File: config.mk
export PLATFORM = sky130hd
export DESIGN_NAME = oscillator_trim_search
export DESIGN_NICKNAME = d
export VERILOG_FILES = /design/src/rtl/ots_pkg.sv /design/src/rtl/ots_step.sv /design/src/rtl/oscillator_trim_search.sv
export SDC_FILE = /design/constraint.sdc
export NUM_CORES = 1
export LEC_CHECK = 0
export BUFFER_PORTS_ARGS = -buffer_cell sky130_fd_sc_hd__buf_2
export CORE_MARGIN = 4
export CORE_UTILIZATION = 30
export CTS_BUF_LIST = sky130_fd_sc_hd__clkbuf_8
export DETAILED_ROUTE_END_ITERATION = 16
export PLACE_DENSITY = 0.53
export SETUP_SLACK_MARGIN = 0.3
export SLEW_MARGIN = 0
export SYNTH_ARGS = -nofsm -noshare
export SYNTH_HDL_FRONTEND = slang
export SYNTH_SLANG_ARGS = --single-unit
File: constraint.sdc
create_clock -name clock -period 7.4 [get_ports clock]
set_input_delay 2.22 -clock clock [delete_from_list [all_inputs] [get_ports clock]]
set_output_delay 2.22 -clock clock [all_outputs]
set_load 0.03 [all_outputs]
File: src/rtl/ots_pkg.sv
// ----------------------------------------------------------------------------
// ots_pkg
// Shared types and constants for the oscillator trim search.
// ----------------------------------------------------------------------------
package ots_pkg;

   localparam int unsigned TrimWidth   = 8;
   localparam int unsigned LengthWidth = 16;

   localparam logic [LengthWidth-1:0] TargetReset = 16'd2356;
   localparam logic [TrimWidth-1:0]   FirstStep   = 8'd128;
   localparam logic [TrimWidth-1:0]   TrimMax     = 8'd255;

   // Request kinds carried on the request tuser bit.
   localparam logic CMD_START   = 1'b0;
   localparam logic CMD_MEASURE = 1'b1;

   typedef enum logic [1:0] {
      PH_IDLE     = 2'd0,
      PH_BINARY   = 2'd1,
      PH_NEIGHBOR = 2'd2
   } phase_type;

   typedef struct packed {
      phase_type               phase;
      logic [TrimWidth-1:0]    step_size;
      logic [TrimWidth-1:0]    search_base;
      logic [TrimWidth-1:0]    current_trim;
      logic [TrimWidth-1:0]    neighbor_end;
      logic [TrimWidth-1:0]    best_trim;
      logic [LengthWidth-1:0]  best_deviation;
   } search_state_type;

   typedef struct packed {
      logic                    emit;
      logic [TrimWidth-1:0]    trim_value;
      logic                    done_res;
   } step_result_type;

endpackage

File: src/rtl/ots_step.sv
// ----------------------------------------------------------------------------
// ots_step
// Next-state and result logic for one request against the search state.
// ----------------------------------------------------------------------------
module ots_step
   import ots_pkg::*;
(
   input  search_state_type       state_cur,
   input  logic                   command,
   input  logic [LengthWidth-1:0] frame_length,
   input  logic [LengthWidth-1:0] target_length,
   output search_state_type       state_nxt,
   output step_result_type        result
);

   logic [LengthWidth:0]   diff;
   logic                   below;
   logic [LengthWidth-1:0] deviation;
   logic [TrimWidth-1:0]   base_upd;
   logic [TrimWidth-1:0]   step_upd;
   logic                   improve;
   logic [TrimWidth-1:0]   best_upd;

   // Borrow of the subtraction tells whether the measurement is short.
   assign diff      = {1'b0, frame_length} - {1'b0, target_length};
   assign below     = diff[LengthWidth];
   assign deviation = below ? (target_length - frame_length) : diff[LengthWidth-1:0];

   assign base_upd  = below ? (state_cur.search_base + state_cur.step_size)
                            : state_cur.search_base;
   assign step_upd  = state_cur.step_size >> 1;

   assign improve   = deviation < state_cur.best_deviation;
   assign best_upd  = improve ? state_cur.current_trim : state_cur.best_trim;

   always_comb begin
      state_nxt = state_cur;
      result    = '0;
      if (command == CMD_START) begin
         state_nxt.phase        = PH_BINARY;
         state_nxt.step_size    = FirstStep;
         state_nxt.search_base  = '0;
         state_nxt.current_trim = FirstStep;
         result.emit            = 1'b1;
         result.trim_value      = FirstStep;
      end else begin
         case (state_cur.phase)
            PH_BINARY: begin
               state_nxt.search_base = base_upd;
               state_nxt.step_size   = step_upd;
               result.emit           = 1'b1;
               if (step_upd != '0) begin
                  state_nxt.current_trim = base_upd + step_upd;
               end else begin
                  // Seed the best entry with the raw last measurement.
                  state_nxt.best_trim      = base_upd;
                  state_nxt.best_deviation = frame_length;
                  state_nxt.current_trim   = (base_upd == '0) ? '0 : base_upd - 1'b1;
                  state_nxt.neighbor_end   = (base_upd == TrimMax) ? TrimMax
                                                                   : base_upd + 1'b1;
                  state_nxt.phase          = PH_NEIGHBOR;
               end
               result.trim_value = state_nxt.current_trim;
            end
            PH_NEIGHBOR: begin
               result.emit = 1'b1;
               if (improve) begin
                  state_nxt.best_deviation = deviation;
                  state_nxt.best_trim      = state_cur.current_trim;
               end
               if (state_cur.current_trim >= state_cur.neighbor_end) begin
                  state_nxt.phase   = PH_IDLE;
                  result.trim_value = best_upd;
                  result.done_res   = 1'b1;
               end else begin
                  state_nxt.current_trim = state_cur.current_trim + 1'b1;
                  result.trim_value      = state_cur.current_trim + 1'b1;
               end
            end
            default: begin
               // Idle or unused code: drop the measurement, hold the state.
               result.emit = 1'b0;
            end
         endcase
      end
   end

endmodule

File: src/rtl/oscillator_trim_search.sv
// ----------------------------------------------------------------------------
// oscillator_trim_search
// Successive-approximation search for an 8-bit oscillator trim value.
// ----------------------------------------------------------------------------
// A start transaction (tuser 0) begins an 8-step binary search and answers
// with the first trim to apply (128). Every measurement transaction (tuser 1)
// carries the frame length seen at the trim last given and is answered with
// the next trim. After the binary search, the three neighbors of the result
// (clamped to 0..255) are measured and the trim closest to target_length is
// returned with done set. Measurements while idle are dropped with no answer.
// Throughput is one transaction per cycle while responses are taken; each
// request passes the request register, the combinational step logic and
// the response register, which decouples a stalled consumer from the input
// side for one transaction. Write target_length only while the block is idle.
// ----------------------------------------------------------------------------
module oscillator_trim_search
   import ots_pkg::*;
(
   input  logic                   clock,
   input  logic                   reset,
   // Request channel
   input  logic                   req_tvalid,
   output logic                   req_tready,
   input  logic [LengthWidth-1:0] req_tdata,   // [15:0] frame_length
   input  logic                   req_tuser,   // [0] command
   // Response channel
   output logic                   rsp_tvalid,
   input  logic                   rsp_tready,
   output logic [TrimWidth-1:0]   rsp_tdata,   // [7:0] trim_value
   output logic                   rsp_tuser,   // [0] done_res
   // Target register write
   input  logic                   csr_valid,
   output logic                   csr_ready,
   input  logic [LengthWidth-1:0] csr_data     // [15:0] target_length
);

   logic [LengthWidth-1:0] target_ff;
   logic [LengthWidth-1:0] target_in;

   logic                   req_valid_ff;
   logic                   req_valid_in;
   logic                   req_cmd_ff;
   logic [LengthWidth-1:0] req_len_ff;

   search_state_type       state_ff;
   search_state_type       state_in;
   search_state_type       state_step;
   step_result_type        step_res;

   logic                   rsp_valid_ff;
   logic                   rsp_valid_in;
   logic [TrimWidth-1:0]   rsp_trim_ff;
   logic                   rsp_done_ff;

   logic                   advance;

   // Target register: always ready; the user must write it only while idle, which the block does not enforce.
   assign csr_ready = 1'b1;
   assign target_in = (csr_valid && csr_ready) ? csr_data : target_ff;

   // Retire the held request when the response slot is free or draining.
   assign advance    = req_valid_ff && (!rsp_valid_ff || rsp_tready);
   assign req_tready = !req_valid_ff || advance;

   assign req_valid_in = (req_tvalid && req_tready) ? 1'b1
                                                    : (advance ? 1'b0 : req_valid_ff);

   ots_step u_step (
      .state_cur     (state_ff),
      .command       (req_cmd_ff),
      .frame_length  (req_len_ff),
      .target_length (target_ff),
      .state_nxt     (state_step),
      .result        (step_res)
   );

   assign state_in = advance ? state_step : state_ff;

   // Load the response slot on an emitting step, drop it once taken.
   always_comb begin
      rsp_valid_in = rsp_valid_ff;
      if (rsp_valid_ff && rsp_tready) begin
         rsp_valid_in = 1'b0;
      end
      if (advance && step_res.emit) begin
         rsp_valid_in = 1'b1;
      end
   end

   always_ff @(posedge clock) begin
      if (reset) begin
         target_ff    <= TargetReset;
         req_valid_ff <= 1'b0;
         rsp_valid_ff <= 1'b0;
         state_ff     <= '{phase: PH_IDLE, best_deviation: '1, default: '0};
      end else begin
         target_ff    <= target_in;
         req_valid_ff <= req_valid_in;
         rsp_valid_ff <= rsp_valid_in;
         state_ff     <= state_in;
      end
   end

   // Payload registers: no reset needed.
   always_ff @(posedge clock) begin
      if (req_tvalid && req_tready) begin
         req_cmd_ff <= req_tuser;
         req_len_ff <= req_tdata;
      end
      if (advance && step_res.emit) begin
         rsp_trim_ff <= step_res.trim_value;
         rsp_done_ff <= step_res.done_res;
      end
   end

   assign rsp_tvalid = rsp_valid_ff;
   assign rsp_tdata  = rsp_trim_ff;
   assign rsp_tuser  = rsp_done_ff;

   // A done response always leaves the search idle.
   a_done_idle: assert property (@(posedge clock) disable iff (reset)
      (advance && step_res.emit && step_res.done_res) |=> (state_ff.phase == PH_IDLE))
      else $error("search not idle after done response");

   // The binary search step is always a single bit.
   a_step_onehot: assert property (@(posedge clock) disable iff (reset)
      (state_ff.phase == PH_BINARY) |-> $onehot(state_ff.step_size))
      else $error("binary step size not one-hot");

   // Neighborhood trial never passes its end.
   a_neighbor_bound: assert property (@(posedge clock) disable iff (reset)
      (state_ff.phase == PH_NEIGHBOR) |-> (state_ff.current_trim <= state_ff.neighbor_end))
      else $error("neighborhood trial past its end");

   // A new response only appears from a retired request.
   a_rsp_source: assert property (@(posedge clock) disable iff (reset)
      $rose(rsp_valid_ff) |-> $past(advance))
      else $error("response without retired request");

   // State moves only when a request retires.
   a_state_hold: assert property (@(posedge clock) disable iff (reset)
      !advance |=> $stable(state_ff))
      else $error("search state changed without a request");

endmodule

# ---- Word level (Yosys, flattened, before mapping)
# Index checks and enable logic that the tools add are counted.
# W data, S select, Z words.
dict set report totals {
  reg_bits 102
  latch_bits 0
  ram_bits 0
  rom_bits 0
  in_bits 38
  output_inout_bits 12
  elab_cells 79
  memories 0
}
dict set report op_classes {
  addsub 7
  mul 0
  n_div 0
  order_cmp 2
  eq_ne 10
  shifts 0
  mux 25
  bitwise_logic 1
  n_reduce_logical 20
}
# operator n
set op_table {}
lappend op_table {{$mux W8} 7}
lappend op_table {{$mux W24} 2}
lappend op_table {{$pmux W24 S2} 1}
lappend op_table {{$mux W16} 2}
lappend op_table {{$pmux W8 S2} 2}
lappend op_table {{$mux W26} 1}
lappend op_table {{$sub A16 B16 Y17} 1}
lappend op_table {{$add A8 B1 Y8 const B} 2}
lappend op_table {{$lt A16 B16 Y1} 1}
lappend op_table {{$sub A16 B16 Y16} 1}
lappend op_table {{$mux W9} 1}
lappend op_table {{$add A8 B7 Y8} 1}
lappend op_table {{$add A8 B8 Y8} 1}
lappend op_table {{$eq A8 B8 Y1 const B} 1}
lappend op_table {{$ge A8 B8 Y1} 1}
lappend op_table {{$logic_not A8 Y1} 1}
lappend op_table {{$reduce_and A4 Y1} 2}
lappend op_table {{$reduce_bool A8 Y1} 1}
lappend op_table {{$sub A8 B1 Y8 const B} 1}
lappend op_table {{$mux W1} 6}
lappend op_table {{$ne A3 B3 Y1 const B} 2}
lappend op_table {{$reduce_bool A2 Y1} 3}
lappend op_table {{$reduce_and A5 Y1} 1}
lappend op_table {{$logic_and A1 B1 Y1} 4}
lappend op_table {{14 further kinds} 19}

# ---- Depth between registers and ports, before layout
dict set report depth {
  depth_word 9
  depth_mapped 23
  ltp_nobuf 21
}

# ---- By module
# From an unflattened synthesis, not the netlist that was laid out.
dict set report unflattened {
  cells_unflattened 1124
  hier_area_um2 9183.8
}
# mod n_inst cells_each area_per_inst_um2 seq_area_each_um2
set modules_own_cells {}
lappend modules_own_cells {ots_step 1 780 5212.5 0.0}
lappend modules_own_cells {oscillator_trim_search 1 344 3971.3 2302.2}

# ---- Least setup slack after synthesis
# OpenSTA, ideal clock, no wires.
dict set report synth_path {
  kind {flip-flop to flip-flop}
  from {register req_len_ff[0]}
  to {register state_ff[12] in the netlist's numbering}
  arrival_ps 4897
  required_ps 7279
  slack_ps 2383
  stages_incl_launch_ff 22
  path_cell_list {edfxtp_1 -> inv_1 -> ha_1 -> inv_1 -> fa_1 -> a211oi_1 -> o31ai_2 -> o21a_2 -> nor2_8 -> buf_4 -> mux2_2 -> or3_1 -> and2_1 -> ha_1 -> a21o_1 -> a2111oi_0 -> o21ai_0 -> a211o_1 -> a21oi_1 -> clkbuf_1 -> o2111a_1 -> a21oi_1}
}
dict set report synth_between {
  elab_chain_len 5
}
# item line_no
set synth_lines {}
lappend synth_lines {{from (decl)} oscillator_trim_search.sv:43} ;# logic [LengthWidth-1:0] req_len_ff;
lappend synth_lines {{from (signal assigned)} oscillator_trim_search.sv:108} ;# req_len_ff <= req_tdata;
lappend synth_lines {{$sub A16 B16 Y17 or $sub A16 B16 Y16 (tied branches)} {ots_step.sv:25, ots_step.sv:27}}
lappend synth_lines {{$mux W16 (*)} ots_step.sv:27} ;# assign deviation = below ? (target_length - frame_length) : diff[LengthWidth-1:0];
lappend synth_lines {{$lt A16 B16 Y1} ots_step.sv:33} ;# assign improve = deviation < state_cur.best_deviation;
lappend synth_lines {{$ne A2 B1 Y1 (no line)} --}
lappend synth_lines {{$reduce_and A5 Y1 (no line)} --}
lappend synth_lines {{to (signal assigned)} oscillator_trim_search.sv:100} ;# state_ff <= state_in;
lappend synth_lines {{to (decl)} oscillator_trim_search.sv:45} ;# search_state_type state_ff;
# Mark *: on every way between the ends. The rest lies on a longest branch, timed or not. The select of a mux whose other input is x is not followed.
# A chain may end at the register's enable or synchronous reset.

# ---- Worst setup path after layout
dict set report layout_path {
  from {register req_len_ff[0]}
  to {register rsp_trim_ff[7], in the netlist rsp_tdata[7] (data pin)}
}
dict set report layout_between {
  elab_chain_len 6
}
# item line_no
set layout_lines {}
lappend layout_lines {{$sub A16 B16 Y17 or $sub A16 B16 Y16 (tied branches)} {ots_step.sv:25, ots_step.sv:27}}
lappend layout_lines {{$mux W16 or $mux W8 (tied branches)} {ots_step.sv:27, ots_step.sv:29}}
lappend layout_lines {{$lt A16 B16 Y1, or another cell as far along} ots_step.sv:33}
lappend layout_lines {{$mux W8 (on tied branches)} {ots_step.sv:34, ots_step.sv:58}}
lappend layout_lines {{$mux W8 (on tied branches)} {ots_step.sv:71, ots_step.sv:52}}
lappend layout_lines {{$pmux W8 S2 (*)} ots_step.sv:47} ;# case (state_cur.phase)
lappend layout_lines {{to (signal assigned)} oscillator_trim_search.sv:111} ;# rsp_trim_ff <= step_res.trim_value;
lappend layout_lines {{to (decl)} oscillator_trim_search.sv:52} ;# logic [TrimWidth-1:0] rsp_trim_ff;
# Mark *: on every way between the ends. The rest lies on a longest branch, timed or not.

==> impl_results.md <==
* Status: completed
* Area of the multi-input gates at 4890 um^2
* Avg Cell Area, Syn at 8.39 um^2
* Clock Tree Buf Depth at 2
* I/O Buffers at 48
* Cell area after synthesis at about 7700 um^2
* Pleak at 3.52 nW
* Vias/cell at 5.42
* Sequential area share after synthesis at ~30%
* Max-slew headroom at the worst pin at between 20% and 30%
* Ratio of final minimum period to clock period at 82.0%
* Resized cells post-CTS at 0
* Final Hold Viols at 0
* Total nets after synthesis at 1032
* Number of nets in the layout at 1054
* Unique masters post-synth at a little over 80
* Total wirelength of the detailed-routed design at roughly 22000 um
* Most used flip-flop cell after synthesis: sky130_fd_sc_hd__dfxtp_1
* Synth area leaders: sky130_fd_sc_hd__dfxtp_1 20%, sky130_fd_sc_hd__ha_1 12%, sky130_fd_sc_hd__edfxtp_1 10%
* Clock Sink Count at 102
* Largest area contributor in the netlist: sky130_fd_sc_hd__dfxtp_1
* Path type of the worst min-delay path: reg -> reg
* Die Footprint at between 20000 and 30000 um^2
* Hold buffer count at cts at 0
* Instance count after placement with tap cells included at approximately 1300
* Clock latency on the worst-skew pair at 0.39 ns
* Leading cell type in the layout, fill and taps excluded: sky130_fd_sc_hd__nor2_1
* GRT Total Usage at around 16%
* Via total after detailed routing at around 6900
* Tightest Pin Transition at about 1.2 ns
* Unrepaired setup endpoints after global routing: no
* Number of antenna violations at the first check in global routing at 0
* Synth warn at 0
* Worst setup skew after layout at 0.0162 ns
* Number of detailed-routing iterations run before antenna repair at 5
* Number of core rows at 58
* Total negative setup slack at 0 ns
* Maximum Capacitance Violations at 0
* CTS tree: built
* Sum of net half-perimeters after detailed placement at around 17000 um
* Number of I/O pins at 50
* Number of setup violations in the final report at 0
* Footprint of the flip-flops and latches at ~2300 um^2
* Die outline height at 168 um
* Core area at roughly 25000 um^2
* Final min period at approximately 6.1 ns
* Fraction of synthesized cell area taken by the top area cell type at between 10% and 20%
* Worst ir drop on vdd at roughly 0.070 mV
* Aggregate global routing overflow at 0
* Remaining design rule violation count at 0
* GP Congestion at roughly 0.9
* Most frequent cells in the layout: 84 x sky130_fd_sc_hd__nor2_1, 81 x sky130_fd_sc_hd__inv_1, 76 x sky130_fd_sc_hd__dfxtp_1, 73 x sky130_fd_sc_hd__ha_1, 71 x sky130_fd_sc_hd__nand2_1
* Maximum fanout encountered on the critical timing path at 24
* Setup Fix Bufs, Post-CTS at 0
* Non-filler cells, final at between 1000 and 1500
* Initial Utilization at a little under a third
* Number of instances in the synthesized netlist at around 920
* Power density over cell area at approximately 160 nW/um^2
* Via count of the first global-routing pass at about 6500
* Max Clock Freq at between 0.15 and 0.2 GHz
* Root buffer cell: sky130_fd_sc_hd__clkbuf_8
* Clock edge transition at the registers on the reported setup and hold paths at 0.11 ns
* Area Growth Syn to Fin at 8.86%
* Critical Path Sink Type: register
* Iteration-0 DRC count of the detailed router at 498
* Die W at between 150 and 200 um
* Inserted Diodes at 0
* Startpoint-to-endpoint class of the critical path: reg -> reg
* Post-synthesis sequential element count at a little over 100
* Number of enable flip-flop cells after synthesis at 26
* CTS buffer count at 9
* Data required time at the worst endpoint at approximately 7.6 ns
* Final-report max-slew violation count at 0
* Async S/R FF share, synth at 0%
* Maximum number of pins on one net before global-route repair at 45
* Post-route antenna net violation count at 0
* Routed wirelength normalized by instance count at approximately 18 um
* Critical path arrival at 6.31 ns
* Fraction of layout instances using a drive strength above 1 at between 10% and 20%
* Depth of the CTS H-tree at 3
* Final-layout fill cell count at between 2000 and 3000
* First-pass GRT wire length at ~36000 um
* CP startpoint kind: register
==> layout make-up <==
type	instances	area share, %
clock buffer	9	1.48
clock inverter	7	0.598
inverter	82	3.67
multi-input combinational	689	58.3
sequential	102	27.5
tap	330	4.93
timing repair buffer	55	3.50
==> through the flow <==
step / hold slack [ns] / setup slack, ns / cell area (um^2) / util (%) / power [mW]
after floorplan: 0.432 / 2.38 / 7690 / - / 0.892
after global placement: 0.441 / 1.58 / 8200 / 32.6 / 0.989
after detailed placement: 0.447 / 1.50 / 8200 / 32.6 / 0.987
after CTS: 0.460 / 1.45 / 8380 / 33.3 / 1.33
after global routing: 0.486 / 1.06 / 8380 / 33.3 / 1.40
final: 0.460 / 1.33 / 8380 / 33.3 / 1.32
==> cell usage after synthesis (17+ instances only) <==
cell                       instances
sky130_fd_sc_hd__nor2_1           84
sky130_fd_sc_hd__inv_1            81
sky130_fd_sc_hd__dfxtp_1          76
sky130_fd_sc_hd__ha_1             73
sky130_fd_sc_hd__nand2_1          71
sky130_fd_sc_hd__a21oi_1          63
sky130_fd_sc_hd__o21ai_0          54
sky130_fd_sc_hd__mux2i_1          32
sky130_fd_sc_hd__edfxtp_1         26
sky130_fd_sc_hd__nor3_1           25
sky130_fd_sc_hd__xnor2_1          25
sky130_fd_sc_hd__clkbuf_1         24
sky130_fd_sc_hd__o211ai_1         20
sky130_fd_sc_hd__a22oi_1          17
==> final timing paths <==
kind	depth (start not counted)	slack [ns]	start	endpoint
worst min register to register	2	0.46	state_ff[20]$_SDFFE_PP0P_	state_ff[20]$_SDFFE_PP0P_
worst min-delay path	2	0.46	state_ff[20]$_SDFFE_PP0P_	state_ff[20]$_SDFFE_PP0P_
worst max register to register	20	1.33	req_len_ff[0]$_DFFE_PP_	rsp_tdata[7]$_SDFFCE_PN1P_
worst max-delay path	20	1.33	req_len_ff[0]$_DFFE_PP_	rsp_tdata[7]$_SDFFCE_PN1P_
==> registers in the layout, summed over array words and instances (netlist names) <==
register      cells
state_ff         58
req_len_ff       16
target_ff        16
rsp_tdata         8
req_cmd_ff        1
req_valid_ff      1
rsp_tuser         1
rsp_tvalid        1
==> critical path: stages, from the launching register on <==
cell                        delay [ns]
sky130_fd_sc_hd__edfxtp_1         0.42
sky130_fd_sc_hd__inv_1            0.08
sky130_fd_sc_hd__ha_1             0.16
sky130_fd_sc_hd__inv_1            0.05
sky130_fd_sc_hd__fa_1             0.40
sky130_fd_sc_hd__a211oi_1         0.44
sky130_fd_sc_hd__o31ai_2          0.20
sky130_fd_sc_hd__o21a_2           0.32
sky130_fd_sc_hd__nor2_8           0.39
sky130_fd_sc_hd__mux2_2           0.42
sky130_fd_sc_hd__or3_1            0.32
sky130_fd_sc_hd__and2_1           0.17
sky130_fd_sc_hd__ha_1             0.30
sky130_fd_sc_hd__and4_1           0.20
sky130_fd_sc_hd__a2111oi_0        0.41
sky130_fd_sc_hd__o21ai_0          0.20
sky130_fd_sc_hd__a211o_1          0.44
sky130_fd_sc_hd__nor2_1           0.42
sky130_fd_sc_hd__o21ai_0          0.18
sky130_fd_sc_hd__a211o_1          0.28
sky130_fd_sc_hd__o211ai_1         0.10
==> per-layer routing <==
layer  share of wire (%)  track usage, %  wire [um]  vias to the layer above
li1                    -               -          -                     3386
met1                  50            23.5      11200                     3259
met2                  43            23.7       9580                      224
met3                 5.5            2.51       1240                       35
met4                 2.2            4.80        492                        0
met5                   0               0          0                        -
==> report_power, final <==
group	internal [mW]	leakage (nW)	switching, mW	total [mW]
sequential	0.591	0.865	0.0208	0.612
clock	0.123	0.0832	0.215	0.339
combinational	0.137	2.57	0.233	0.370
==> cells by family (layout without fill, tap and decap cells) <==
| kind of cell | Yosys count | in the layout | synth area share, % |
|---|---|---|---|
| buf+inv | 126 | 153 | 6.62 |
| xor+xnor | 32 | 32 | 3.64 |
| mux | 37 | 37 | 4.90 |
| other cells | 1 | 1 | 0.0487 |
| simple gates | 255 | 255 | 15.5 |
| compound gates | 287 | 287 | 26.4 |
| flops | 102 | 102 | 29.9 |
| fa+ha+maj | 77 | 77 | 12.9 |
Note: power is estimated with default switching activity, not from simulation.
